<file path="src/design/i2cms_pkg.sv">
// i2cms_pkg: shared types and constants of the i2c master transaction sequencer
// request and result payloads, sequencer phases, status codes of the i2c core
// no dependencies
package i2cms_pkg;

  typedef enum logic [2:0] {
    PH_IDLE  = 3'd0,
    PH_START = 3'd1,
    PH_ADDR  = 3'd2,
    PH_TX    = 3'd3,
    PH_RX    = 3'd4
  } phase_e;

  typedef enum logic {
    REQ_BEGIN = 1'b0,
    REQ_EVENT = 1'b1
  } req_type_e;

  // status codes reported by the core
  localparam logic [7:0] ST_START       = 8'h08;
  localparam logic [7:0] ST_RESTART     = 8'h10;
  localparam logic [7:0] ST_ADDR_W_ACK  = 8'h18;
  localparam logic [7:0] ST_DATA_W_ACK  = 8'h28;
  localparam logic [7:0] ST_ADDR_R_ACK  = 8'h40;
  localparam logic [7:0] ST_DATA_R_ACK  = 8'h50;
  localparam logic [7:0] ST_DATA_R_NACK = 8'h58;

  typedef struct packed {
    logic       req_type;
    logic [6:0] target_addr;
    logic       direction;
    logic [7:0] byte_count;
    logic       stop_at_end;
    logic [7:0] core_status;
    logic [7:0] core_data;
    logic [7:0] tx_byte;
  } req_t;

  typedef struct packed {
    logic       cmd_start;
    logic       cmd_stop;
    logic       ack_next;
    logic       load_valid;
    logic [7:0] load_byte;
    logic       rx_valid;
    logic [7:0] rx_byte;
    logic       done_res;
    logic       success;
    logic       acked;
    logic [7:0] bytes_done;
    logic [7:0] end_status;
  } res_t;

endpackage

</file>
<file path="src/design/i2cms_if.sv">
// i2cms_req_if / i2cms_res_if: valid-ready channels of the sequencer
// depends on i2cms_pkg for the payload types
interface i2cms_req_if import i2cms_pkg::*; ();
  logic valid;
  logic ready;
  req_t payload;

  modport source (output valid, output payload, input ready);
  modport sink (input valid, input payload, output ready);
endinterface

interface i2cms_res_if import i2cms_pkg::*; ();
  logic valid;
  logic ready;
  res_t payload;

  modport source (output valid, output payload, input ready);
  modport sink (input valid, input payload, output ready);
endinterface

</file>
<file path="src/design/i2cms_fsm.sv">
// i2cms_fsm: transaction state and per-request decision logic
// state advances on fire_i; res_o is the combinational result for req_i
// depends on i2cms_pkg
module i2cms_fsm import i2cms_pkg::*; (
  input  logic clk_i,
  input  logic rst_ni,
  input  logic fire_i,
  input  req_t req_i,
  output res_t res_o
);

  phase_e     phase_q, phase_d;
  logic       is_read_q, is_read_d;
  logic       want_stop_q, want_stop_d;
  logic [6:0] peer_addr_q, peer_addr_d;
  logic [7:0] total_q, total_d;
  logic [7:0] done_q, done_d;

  logic [7:0] done_inc;
  logic [8:0] done_inc_w;
  logic       start_ok, addr_ok, tx_ok, rx_ok;
  logic       rx_last, rx_more;

  assign done_inc   = done_q + 8'd1;
  assign done_inc_w = {1'b0, done_q} + 9'd1;
  assign rx_last    = done_inc_w >= {1'b0, total_q};
  // ack for the byte after this one, counted after the wrap of the byte counter
  assign rx_more    = ({1'b0, done_inc} + 9'd1) < {1'b0, total_q};

  assign start_ok = (req_i.core_status == ST_START) || (req_i.core_status == ST_RESTART);
  assign addr_ok  = req_i.core_status == (is_read_q ? ST_ADDR_R_ACK : ST_ADDR_W_ACK);
  assign tx_ok    = req_i.core_status == ST_DATA_W_ACK;
  assign rx_ok    = (req_i.core_status == ST_DATA_R_ACK) ||
                    (req_i.core_status == ST_DATA_R_NACK);

  // next state
  always_comb begin
    phase_d     = phase_q;
    is_read_d   = is_read_q;
    want_stop_d = want_stop_q;
    peer_addr_d = peer_addr_q;
    total_d     = total_q;
    done_d      = done_q;
    if (req_i.req_type == REQ_BEGIN) begin
      peer_addr_d = req_i.target_addr;
      is_read_d   = req_i.direction;
      total_d     = req_i.byte_count;
      want_stop_d = req_i.stop_at_end;
      done_d      = 8'd0;
      phase_d     = PH_START;
    end else begin
      case (phase_q)
        PH_START: begin
          phase_d = start_ok ? PH_ADDR : PH_IDLE;
        end
        PH_ADDR: begin
          if (!addr_ok || total_q == 8'd0) begin
            phase_d = PH_IDLE;
          end else begin
            phase_d = is_read_q ? PH_RX : PH_TX;
          end
        end
        PH_TX: begin
          if (tx_ok) begin
            done_d = done_inc;
            if (done_inc >= total_q) begin
              phase_d = PH_IDLE;
            end
          end else begin
            phase_d = PH_IDLE;
          end
        end
        PH_RX: begin
          if (rx_ok) begin
            done_d = done_inc;
            if (rx_last) begin
              phase_d = PH_IDLE;
            end
          end else begin
            phase_d = PH_IDLE;
          end
        end
        default: begin
          phase_d = PH_IDLE;
        end
      endcase
    end
  end

  // result fields
  always_comb begin
    res_o = '0;
    if (req_i.req_type == REQ_BEGIN) begin
      res_o.cmd_start = 1'b1;
    end else begin
      if (phase_q != PH_IDLE) begin
        res_o.end_status = req_i.core_status;
      end
      case (phase_q)
        PH_START: begin
          if (start_ok) begin
            res_o.acked      = 1'b1;
            res_o.load_valid = 1'b1;
            res_o.load_byte  = {peer_addr_q, is_read_q};
          end else begin
            res_o.done_res = 1'b1;
          end
        end
        PH_ADDR: begin
          if (addr_ok) begin
            res_o.acked = 1'b1;
            if (total_q == 8'd0) begin
              res_o.done_res = 1'b1;
              res_o.success  = 1'b1;
              res_o.cmd_stop = want_stop_q;
            end else if (is_read_q) begin
              res_o.ack_next = total_q > 8'd1;
            end else begin
              res_o.load_valid = 1'b1;
              res_o.load_byte  = req_i.tx_byte;
            end
          end else begin
            res_o.done_res = 1'b1;
          end
        end
        PH_TX: begin
          if (tx_ok) begin
            res_o.acked = 1'b1;
            if (done_inc >= total_q) begin
              res_o.done_res = 1'b1;
              res_o.success  = 1'b1;
              res_o.cmd_stop = want_stop_q;
            end else begin
              res_o.load_valid = 1'b1;
              res_o.load_byte  = req_i.tx_byte;
            end
          end else begin
            res_o.done_res = 1'b1;
          end
        end
        PH_RX: begin
          if (rx_ok) begin
            res_o.acked    = !rx_last;
            res_o.rx_valid = 1'b1;
            res_o.rx_byte  = req_i.core_data;
            if (rx_last) begin
              res_o.done_res = 1'b1;
              res_o.success  = 1'b1;
              res_o.cmd_stop = want_stop_q;
            end else begin
              res_o.ack_next = rx_more;
            end
          end else begin
            res_o.done_res = 1'b1;
          end
        end
        default: begin
          res_o.end_status = 8'd0;
        end
      endcase
    end
    res_o.bytes_done = done_d;
  end

  always_ff @(posedge clk_i or negedge rst_ni) begin
    if (!rst_ni) begin
      phase_q     <= PH_IDLE;
      is_read_q   <= 1'b0;
      want_stop_q <= 1'b0;
      peer_addr_q <= 7'd0;
      total_q     <= 8'd0;
      done_q      <= 8'd0;
    end else if (fire_i) begin
      phase_q     <= phase_d;
      is_read_q   <= is_read_d;
      want_stop_q <= want_stop_d;
      peer_addr_q <= peer_addr_d;
      total_q     <= total_d;
      done_q      <= done_d;
    end
  end

endmodule

</file>
<file path="src/design/i2c_master_transaction_sequencer.sv">
// i2c_master_transaction_sequencer: top level with request and result registers
// depends on i2cms_pkg, i2cms_req_if, i2cms_res_if and i2cms_fsm
//
// Usage: req_i carries begin requests (address, direction, length, stop choice)
// and core event requests (status, received byte, next byte to send). Every
// request gives exactly one result on res_o, in order: start/stop commands,
// data-register load, ack bit for the next read byte, received byte and the
// transaction outcome.
// A result passes through the request register and then the result register:
// the request register loads at the accepting edge, then the decision logic
// writes the result register once that register is free, so a stall on res_o
// can come between them. Throughput is one request per cycle while res_o is
// ready; the decision logic steps whenever the result register is free or drained.
// Reset clears both stage valids and returns the sequencer to idle with a zero
// byte count. When res_o stalls, the result holds, then the request register
// fills and req_i.ready drops until the result is taken.
module i2c_master_transaction_sequencer import i2cms_pkg::*; (
  input  logic clk_i,
  input  logic rst_ni,
  i2cms_req_if.sink   req_i,
  i2cms_res_if.source res_o
);

  logic in_valid_q;
  req_t in_q;
  logic out_valid_q;
  res_t out_q;
  res_t res_d;
  logic out_free;
  logic fire;
  logic take;

  assign out_free    = !out_valid_q || res_o.ready;
  assign fire        = in_valid_q && out_free;
  assign req_i.ready = !in_valid_q || fire;
  assign take        = req_i.valid && req_i.ready;

  i2cms_fsm u_fsm (
    .clk_i  (clk_i),
    .rst_ni (rst_ni),
    .fire_i (fire),
    .req_i  (in_q),
    .res_o  (res_d)
  );

  always_ff @(posedge clk_i or negedge rst_ni) begin
    if (!rst_ni) begin
      in_valid_q  <= 1'b0;
      out_valid_q <= 1'b0;
    end else begin
      if (take) begin
        in_valid_q <= 1'b1;
      end else if (fire) begin
        in_valid_q <= 1'b0;
      end
      if (fire) begin
        out_valid_q <= 1'b1;
      end else if (res_o.ready) begin
        out_valid_q <= 1'b0;
      end
    end
  end

  always_ff @(posedge clk_i) begin
    if (take) begin
      in_q <= req_i.payload;
    end
    if (fire) begin
      out_q <= res_d;
    end
  end

  assign res_o.valid   = out_valid_q;
  assign res_o.payload = out_q;

endmodule
</file>
<file path="src/flat_wrapper.sv">
// flat-port wrapper written by rule: the top's interface ports become plain ports
module i2c_master_transaction_sequencer_flat import i2cms_pkg::*;
  (clk_i, rst_ni, req_i_valid, req_i_payload, req_i_ready, res_o_valid, res_o_payload, res_o_ready);
  i2cms_req_if req_i_i ();
  i2cms_res_if res_o_i ();
  input  logic clk_i;
  input  logic rst_ni;
  input wire logic [$bits(req_i_i.valid)-1:0] req_i_valid;
  input wire logic [$bits(req_i_i.payload)-1:0] req_i_payload;
  output wire logic [$bits(req_i_i.ready)-1:0] req_i_ready;
  output wire logic [$bits(res_o_i.valid)-1:0] res_o_valid;
  output wire logic [$bits(res_o_i.payload)-1:0] res_o_payload;
  input wire logic [$bits(res_o_i.ready)-1:0] res_o_ready;
  assign req_i_i.valid = req_i_valid;
  assign req_i_i.payload = req_i_payload;
  assign req_i_ready = req_i_i.ready;
  assign res_o_valid = res_o_i.valid;
  assign res_o_payload = res_o_i.payload;
  assign res_o_i.ready = res_o_ready;
  i2c_master_transaction_sequencer u_core (.clk_i(clk_i), .rst_ni(rst_ni), .req_i(req_i_i), .res_o(res_o_i));
endmodule
</file>
<file path="config.mk">
export PLATFORM = sky130hd
export DESIGN_NAME = i2c_master_transaction_sequencer_flat
export DESIGN_NICKNAME = d
export VERILOG_FILES = /design/src/design/i2cms_pkg.sv /design/src/design/i2cms_if.sv /design/src/design/i2cms_fsm.sv /design/src/design/i2c_master_transaction_sequencer.sv /design/src/flat_wrapper.sv
export SDC_FILE = /design/constraint.sdc
export NUM_CORES = 1
export LEC_CHECK = 0
export BUFFER_PORTS_ARGS = -buffer_cell sky130_fd_sc_hd__buf_2
export CAP_MARGIN = 20
export CORE_AREA = 2 2 116 107
export CTS_CLUSTER_DIAMETER = 80
export CTS_CLUSTER_SIZE = 40
export DETAILED_ROUTE_END_ITERATION = 8
export DIE_AREA = 0 0 118 109
export GPL_ROUTABILITY_DRIVEN = 0
export PLACE_DENSITY = 0.61
export SYNTH_ARGS = -nofsm -noshare
export SYNTH_HDL_FRONTEND = slang
export SYNTH_SLANG_ARGS = --single-unit
export TNS_END_PERCENT = 100
</file>
<file path="constraint.sdc">
create_clock -name clk_i -period 3.82 [get_ports clk_i]
set_clock_uncertainty 0.15 [all_clocks]
set_input_delay 0.191 -clock clk_i [delete_from_list [all_inputs] [get_ports clk_i]]
set_output_delay 0.191 -clock clk_i [all_outputs]
set_load 0.02 [all_outputs]
</file>
After elaboration in Yosys (flattened, before gate mapping) --
Index checks and enable logic that the tools add are counted.
Word-level totals: register bits after elaboration 112, input bits 46, word-level logic and storage cells 119
Operators by class: add/sub/neg operators 3, $lt $le $gt $ge 4, equality and inequality tests 12, muxes and demuxes 50, bitwise operators 1, reduce and logical (&&, ||, !) cells 21
Operators with widths (count):
- 9-bit 2-to-1 mux | 5
- 9-bit one-hot mux with 3 select lines | 1
- 8-bit 2-to-1 mux | 3
- 3-bit 2-to-1 mux | 7
- 8-bit by 1-bit adder with 9-bit output (second input constant) | 2
- 8-bit by 7-bit equality test with 1-bit output (second input constant) | 2
- 1-bit 2-to-1 mux | 16
- 2-bit 2-to-1 mux | 8
- 8-bit one-hot mux with 2 select lines | 1
- 3-bit one-hot mux with 4 select lines | 1
- 11-bit 2-to-1 mux | 1
- 10-bit 2-to-1 mux | 1
- 9-bit by 8-bit greater-or-equal comparator with 1-bit output | 1
- 9-bit by 8-bit less-than comparator with 1-bit output | 1
- 3-bit AND reduction | 3
- 8-bit by 1-bit adder with 8-bit output (second input constant) | 1
- 8-bit by 4-bit equality test with 1-bit output (second input constant) | 1
- 8-bit by 5-bit equality test with 1-bit output (second input constant) | 1
- 8-bit by 6-bit equality test with 1-bit output (second input constant) | 1
- 8-bit by 7-bit equality test with 1-bit output | 1
- 8-bit greater-or-equal comparator | 1
- 8-bit by 1-bit greater-than comparator with 1-bit output (second input constant) | 1
- 8-bit logical NOT | 1
- 4-bit != test (second input constant) | 2
- 15 further kinds | 28

Longest topological paths before layout --
depth after elaboration 7, mapped depth 13, depth with buffers taken out 12

Modules after synthesis --
A second synthesis with hierarchy kept.
Second synthesis, totals: cell total of the unflattened synthesis 413, area total of the unflattened synthesis 5158.7 µm²
By module, submodules not included:
- i2cms_fsm | instances 1, cells each 323, area each 2592.5 µm²
- i2c_master_transaction_sequencer | instances 1, cells each 90, area each 2566.2 µm²

Worst setup path after synthesis --
Ideal clock, no wire load.
path type register to register, start point reg u_core.u_fsm.done_q[1], end point reg u_core.out_q (netlist bit u_core.res_o.payload[37]), data pin, library setup time 0.176 ns, data arrival time 2.869 ns, setup slack 0.625 ns, cell stages (with the launch flop) 11, buffers on the path 0, period minus slack after synthesis 3.195 ns, path through dfrtp_1 -> ha_1 -> and4_1 -> nand2_1 -> xnor2_1 -> ha_1 -> a211o_1 -> o221ai_1 -> a21oi_1 -> or4b_4 -> o32ai_1
On the way: word-level cells in the longest chain between the ends 6, elaborated cells on any way between the ends 8
Ends and longest elaborated chain:
- start: declaration | RTL line i2cms_fsm.sv:17 | logic [7:0] done_q, done_d;
- start signal: assignment | RTL line i2cms_fsm.sv:179 | done_q <= done_d;
- 8-bit by 1-bit adder with 8-bit output | RTL line i2cms_fsm.sv:24 | assign done_inc = done_q + 8'd1;
- 8-bit by 1-bit adder with 9-bit output | RTL line i2cms_fsm.sv:28 | assign rx_more = ({1'b0, done_inc} + 9'd1) < {1'b0, total_q};
- 9-bit by 8-bit less-than comparator with 1-bit output | RTL line i2cms_fsm.sv:28
- 1-bit 2-to-1 mux * | RTL line i2cms_fsm.sv:146 | if (rx_last) begin
- 2-bit 2-to-1 mux * | RTL line i2cms_fsm.sv:142 | if (rx_ok) begin
- 1-bit one-hot mux with 2 select lines * | RTL line i2cms_fsm.sv:99 | case (phase_q)
- end signal: assignment | RTL line i2c_master_transaction_sequencer.sv:69 | out_q <= res_d;
- end: declaration | RTL line i2c_master_transaction_sequencer.sv:27 | res_t out_q;
Every way passes the cells marked *; elsewhere a longest branch is shown, timed or not. A chain may end at the register's enable or synchronous reset.

Worst setup path in the final report --
start point reg u_core.u_fsm.done_q[0], end point reg u_core.out_q (netlist bit u_core.res_o.payload[37]), data pin
Same word-level chain as after synthesis.

==> results.sh <==
export IMPL_outcome="finished clean"
export IMPL_fillers=997
export IMPL_final_hold_viol_count=0
export IMPL_grt_pass1_vias=3482
export IMPL_maxUsedRoutingLayer="met4"
export IMPL_drc=0
export IMPL_drt_pass1_iter_count=4
export IMPL_ios=88
export IMPL_p_per_area_nw_per_um2=441
export IMPL_path_cells="ha_1, and4_1, nand2_1, xnor2_1, ha_1, a211o_1, o221ai_1, a21oi_1, or4b_4, o32ai_1"
export IMPL_internal_power_mw=2.07
export IMPL_syn_inst=399
export IMPL_max_cap_violations=0
export IMPL_synthArstFlopShare_pct=26.8
export IMPL_critical_path_endpoint="u_core.res_o.payload[37]"
export IMPL_multi_input_area_sq_um=1760
export IMPL_ys_types=60
export IMPL_synth_area_sq_um=5110
export IMPL_track_usage_pct=17.5
export IMPL_synth_edf_count=82
export IMPL_route_met2_wl_microns=5000
export IMPL_power_frac_seq_pct=52.7
export IMPL_switchingPower_uw=768
export IMPL_register_area_sq_um=3210
export IMPL_avgSynthCellArea_sq_um=12.8
export IMPL_relSlewSlack_pct=35.9
export IMPL_drtIter0Drc=213
export IMPL_final_cell_mix="buf_2, edfxtp_1, dlygate4sd3_1"
export IMPL_numClockSinks=112
export IMPL_dp_slack_ps=353
export IMPL_grt_max_degree=43
export IMPL_met1_length_microns=4950
export IMPL_setup_viol=0
export IMPL_vias=3544
export IMPL_cp_slowest_cell="dfrtp_1"
export IMPL_start_util_pct=43.5
export IMPL_drive_above_1_share_pct=24.2
export IMPL_path_clk_slew_ps=80
export IMPL_critical_path_class="reg -> reg"
export IMPL_synthFlopType="edfxtp_1"
export IMPL_clock_latency_ps=350
export IMPL_critPathCaptureType="flop"
export IMPL_wirelength_microns=10700
export IMPL_pwr_share_comb_pct=15.8
export IMPL_fin_crit_ps=3510
export IMPL_vias_per_cell=5.08
export IMPL_crit_path_start="u_core.u_fsm.done_q[0]"
export IMPL_diodes=0
export IMPL_grt_ovfl_total=0
export IMPL_p_sw_share_pct=27.0
export IMPL_cts_tree="done"
export IMPL_clock_power_share_pct=31.5
export IMPL_reg2reg_to="u_core.res_o.payload[37]"
export IMPL_cts_buffer_depth=2
export IMPL_hp_class="in -> async"
export IMPL_layout_commonest_cell="buf_2"
export IMPL_timing_fmax_mhz=285
export IMPL_postCtsSetupBuffers=0
export IMPL_yosysWarnings=0
export IMPL_hpwl_microns=7310
export IMPL_ir_drop_mv=0.319
export IMPL_stdcell_count=697
export IMPL_cts_root_buf="clkbuf_16"
export IMPL_numPortBuffers=87
export IMPL_antenna_found_initial=0
export IMPL_rows=38
export IMPL_worst_path_most_repeated_cell="ha_1"
export IMPL_place_inst=635
export IMPL_r2r_slack_ps=310
export IMPL_post_route_period_util_pct=92.0
export IMPL_grt_pass1_wl_microns=17300
export IMPL_reg2reg_depth=10
export IMPL_ant_nets=0
export IMPL_yosysSeqAreaShare_pct=62.9
export IMPL_die_area_sq_um=12900
export IMPL_critPathArrivalTime_ps=3540
export IMPL_worstMarginPinSlew_ps=961
export IMPL_layout_setup_ws_ps=307
export IMPL_fp_dieH_microns=109
export IMPL_syn_num_nets=464
export IMPL_power_leakage_nw=2.62
export IMPL_numCtsBuffers=9
export IMPL_cp_required_ps=3850
export IMPL_die_w_microns=118
export IMPL_design_core_area_sq_um=11700
export IMPL_layout_nets=597
export IMPL_final_max_slew_viol_count=0
export IMPL_start_kind="flop"
export IMPL_htree_levels=3
export IMPL_setup_tns_ps=0
export IMPL_syn_to_final_growth_pct=26.2
export IMPL_slowest_delay_ps=520
export IMPL_wl_per_cell_microns=15.3
export IMPL_wl_met3_microns=549
export IMPL_ys_seq_elements=112
export IMPL_rsz0062_at_grt="no"
export IMPL_path_max_fanout=10
export IMPL_ctsResizeCount=0
export IMPL_r2r_start="u_core.u_fsm.done_q[0]"
Yosys cell counts, types with 2 or more instances:
cell / count / area (sq um)
edfxtp_1: 82 / 2460
nor2_1: 38 / 143
dfrtp_1: 30 / 751
nand2_1: 28 / 105
o21ai_0: 21 / 105
ha_1: 19 / 238
and2_1: 17 / 106
a22oi_1: 15 / 113
inv_1: 15 / 56.3
a21oi_1: 10 / 50.1
xnor2_1: 10 / 87.6
clkbuf_1: 9 / 33.8
mux2_2: 9 / 101
nor3b_1: 6 / 45.0
o31ai_1: 6 / 45.0
nand2b_1: 5 / 31.3
nand3_1: 5 / 25.0
or3_1: 5 / 31.3
buf_2: 4 / 20.0
nor2b_1: 4 / 25.0
nor3_1: 4 / 20.0
xor2_1: 4 / 35.0
mux2i_1: 3 / 30.0
o22ai_1: 3 / 18.8
a211o_1: 2 / 17.5
a21o_1: 2 / 15.0
a21o_2: 2 / 17.5
a32o_1: 2 / 20.0
and3b_2: 2 / 20.0
nand3b_1: 2 / 15.0
nand4_1: 2 / 12.5
nor4b_1: 2 / 17.5
nor4bb_1: 2 / 20.0
o221ai_1: 2 / 17.5
or4_1: 2 / 15.0
worst min path at each step:
stage	startpoint	cells past startpoint	slack, ps	end
detailed placement	rst_ni	1	140	u_core.res_o.valid
global placement	rst_ni	1	130	u_core.res_o.valid
floorplan	rst_ni	0	-250	u_core.in_valid_q
global route	rst_ni	2	340	u_core.res_o.valid
finish	rst_ni	2	280	u_core.res_o.valid
CTS	rst_ni	2	300	u_core.res_o.valid
metal layers:
layer  global-route usage, %  vias up
met5                       0        -
met4                    6.20        0
met3                    4.18       16
met2                    28.4      101
met1                    23.2     1685
li1                        -     1742
flip-flops by register name (all words and copies together), names as in the netlist:
register,cells
u_core.in_q,42
u_core.res_o.payload,40
u_core.u_fsm.done_q,8
u_core.u_fsm.total_q,8
u_core.u_fsm.peer_addr_q,7
u_core.u_fsm.phase_q,3
u_core.in_valid_q,1
u_core.res_o.valid,1
u_core.u_fsm.is_read_q,1
u_core.u_fsm.want_stop_q,1
power by group through the flow:
stage	clock network [mW]	logic [mW]	registers, mW
after floorplan	0	0.258	1.54
after global placement	0	0.402	1.52
after detailed placement	0	0.414	1.52
after CTS	0.916	0.451	1.50
after global routing	0.964	0.504	1.51
final	0.895	0.448	1.50
cell families after synthesis:
| group | synth area share, % |
|---|---|
| buffers and inverters | 2.79 |
| DFF | 62.9 |
| muxes | 2.57 |
| xor gates and xnor gates | 2.40 |
| adders and majority gates | 4.65 |
| AOI/OAI and AO/OA | 10.6 |
| and+or+nand+nor | 14.1 |
worst max-delay path, delay by kind of cell (launching register included):
| family | cells | cell delay [ps] |
|---|---|---|
| compound gates | 4 | 850 |
| flops | 1 | 520 |
| fa+ha+maj | 2 | 580 |
| simple gates | 3 | 830 |
| xor+xnor | 1 | 400 |
layout make-up:
type,count,area share (%)
multi-input combinational,256,27.3
tap,160,3.11
inverter,15,0.874
clock buffer,10,3.55
timing repair buffer,138,14.5
clock inverter,6,0.835
sequential,112,49.9
metrics by stage:
stage / power, mW / utilization [%] / hold slack (ps) / cell area (sq um)
floorplan: 1.80 / - / -255 / 5110
global placement: 1.92 / 48.6 / 134 / 5700
detailed placement: 1.94 / 48.6 / 142 / 5700
CTS: 2.87 / 54.9 / 301 / 6440
global route: 2.98 / 54.9 / 341 / 6440
finish: 2.84 / 54.9 / 282 / 6440
timing repair:
item | in CTS | in global routing
hold endpoints to repair | 74 | 0
endpoints found under the setup margin | 0 | 0
hold buffers | 46 | 0
Power figures use the tool's default switching activity.
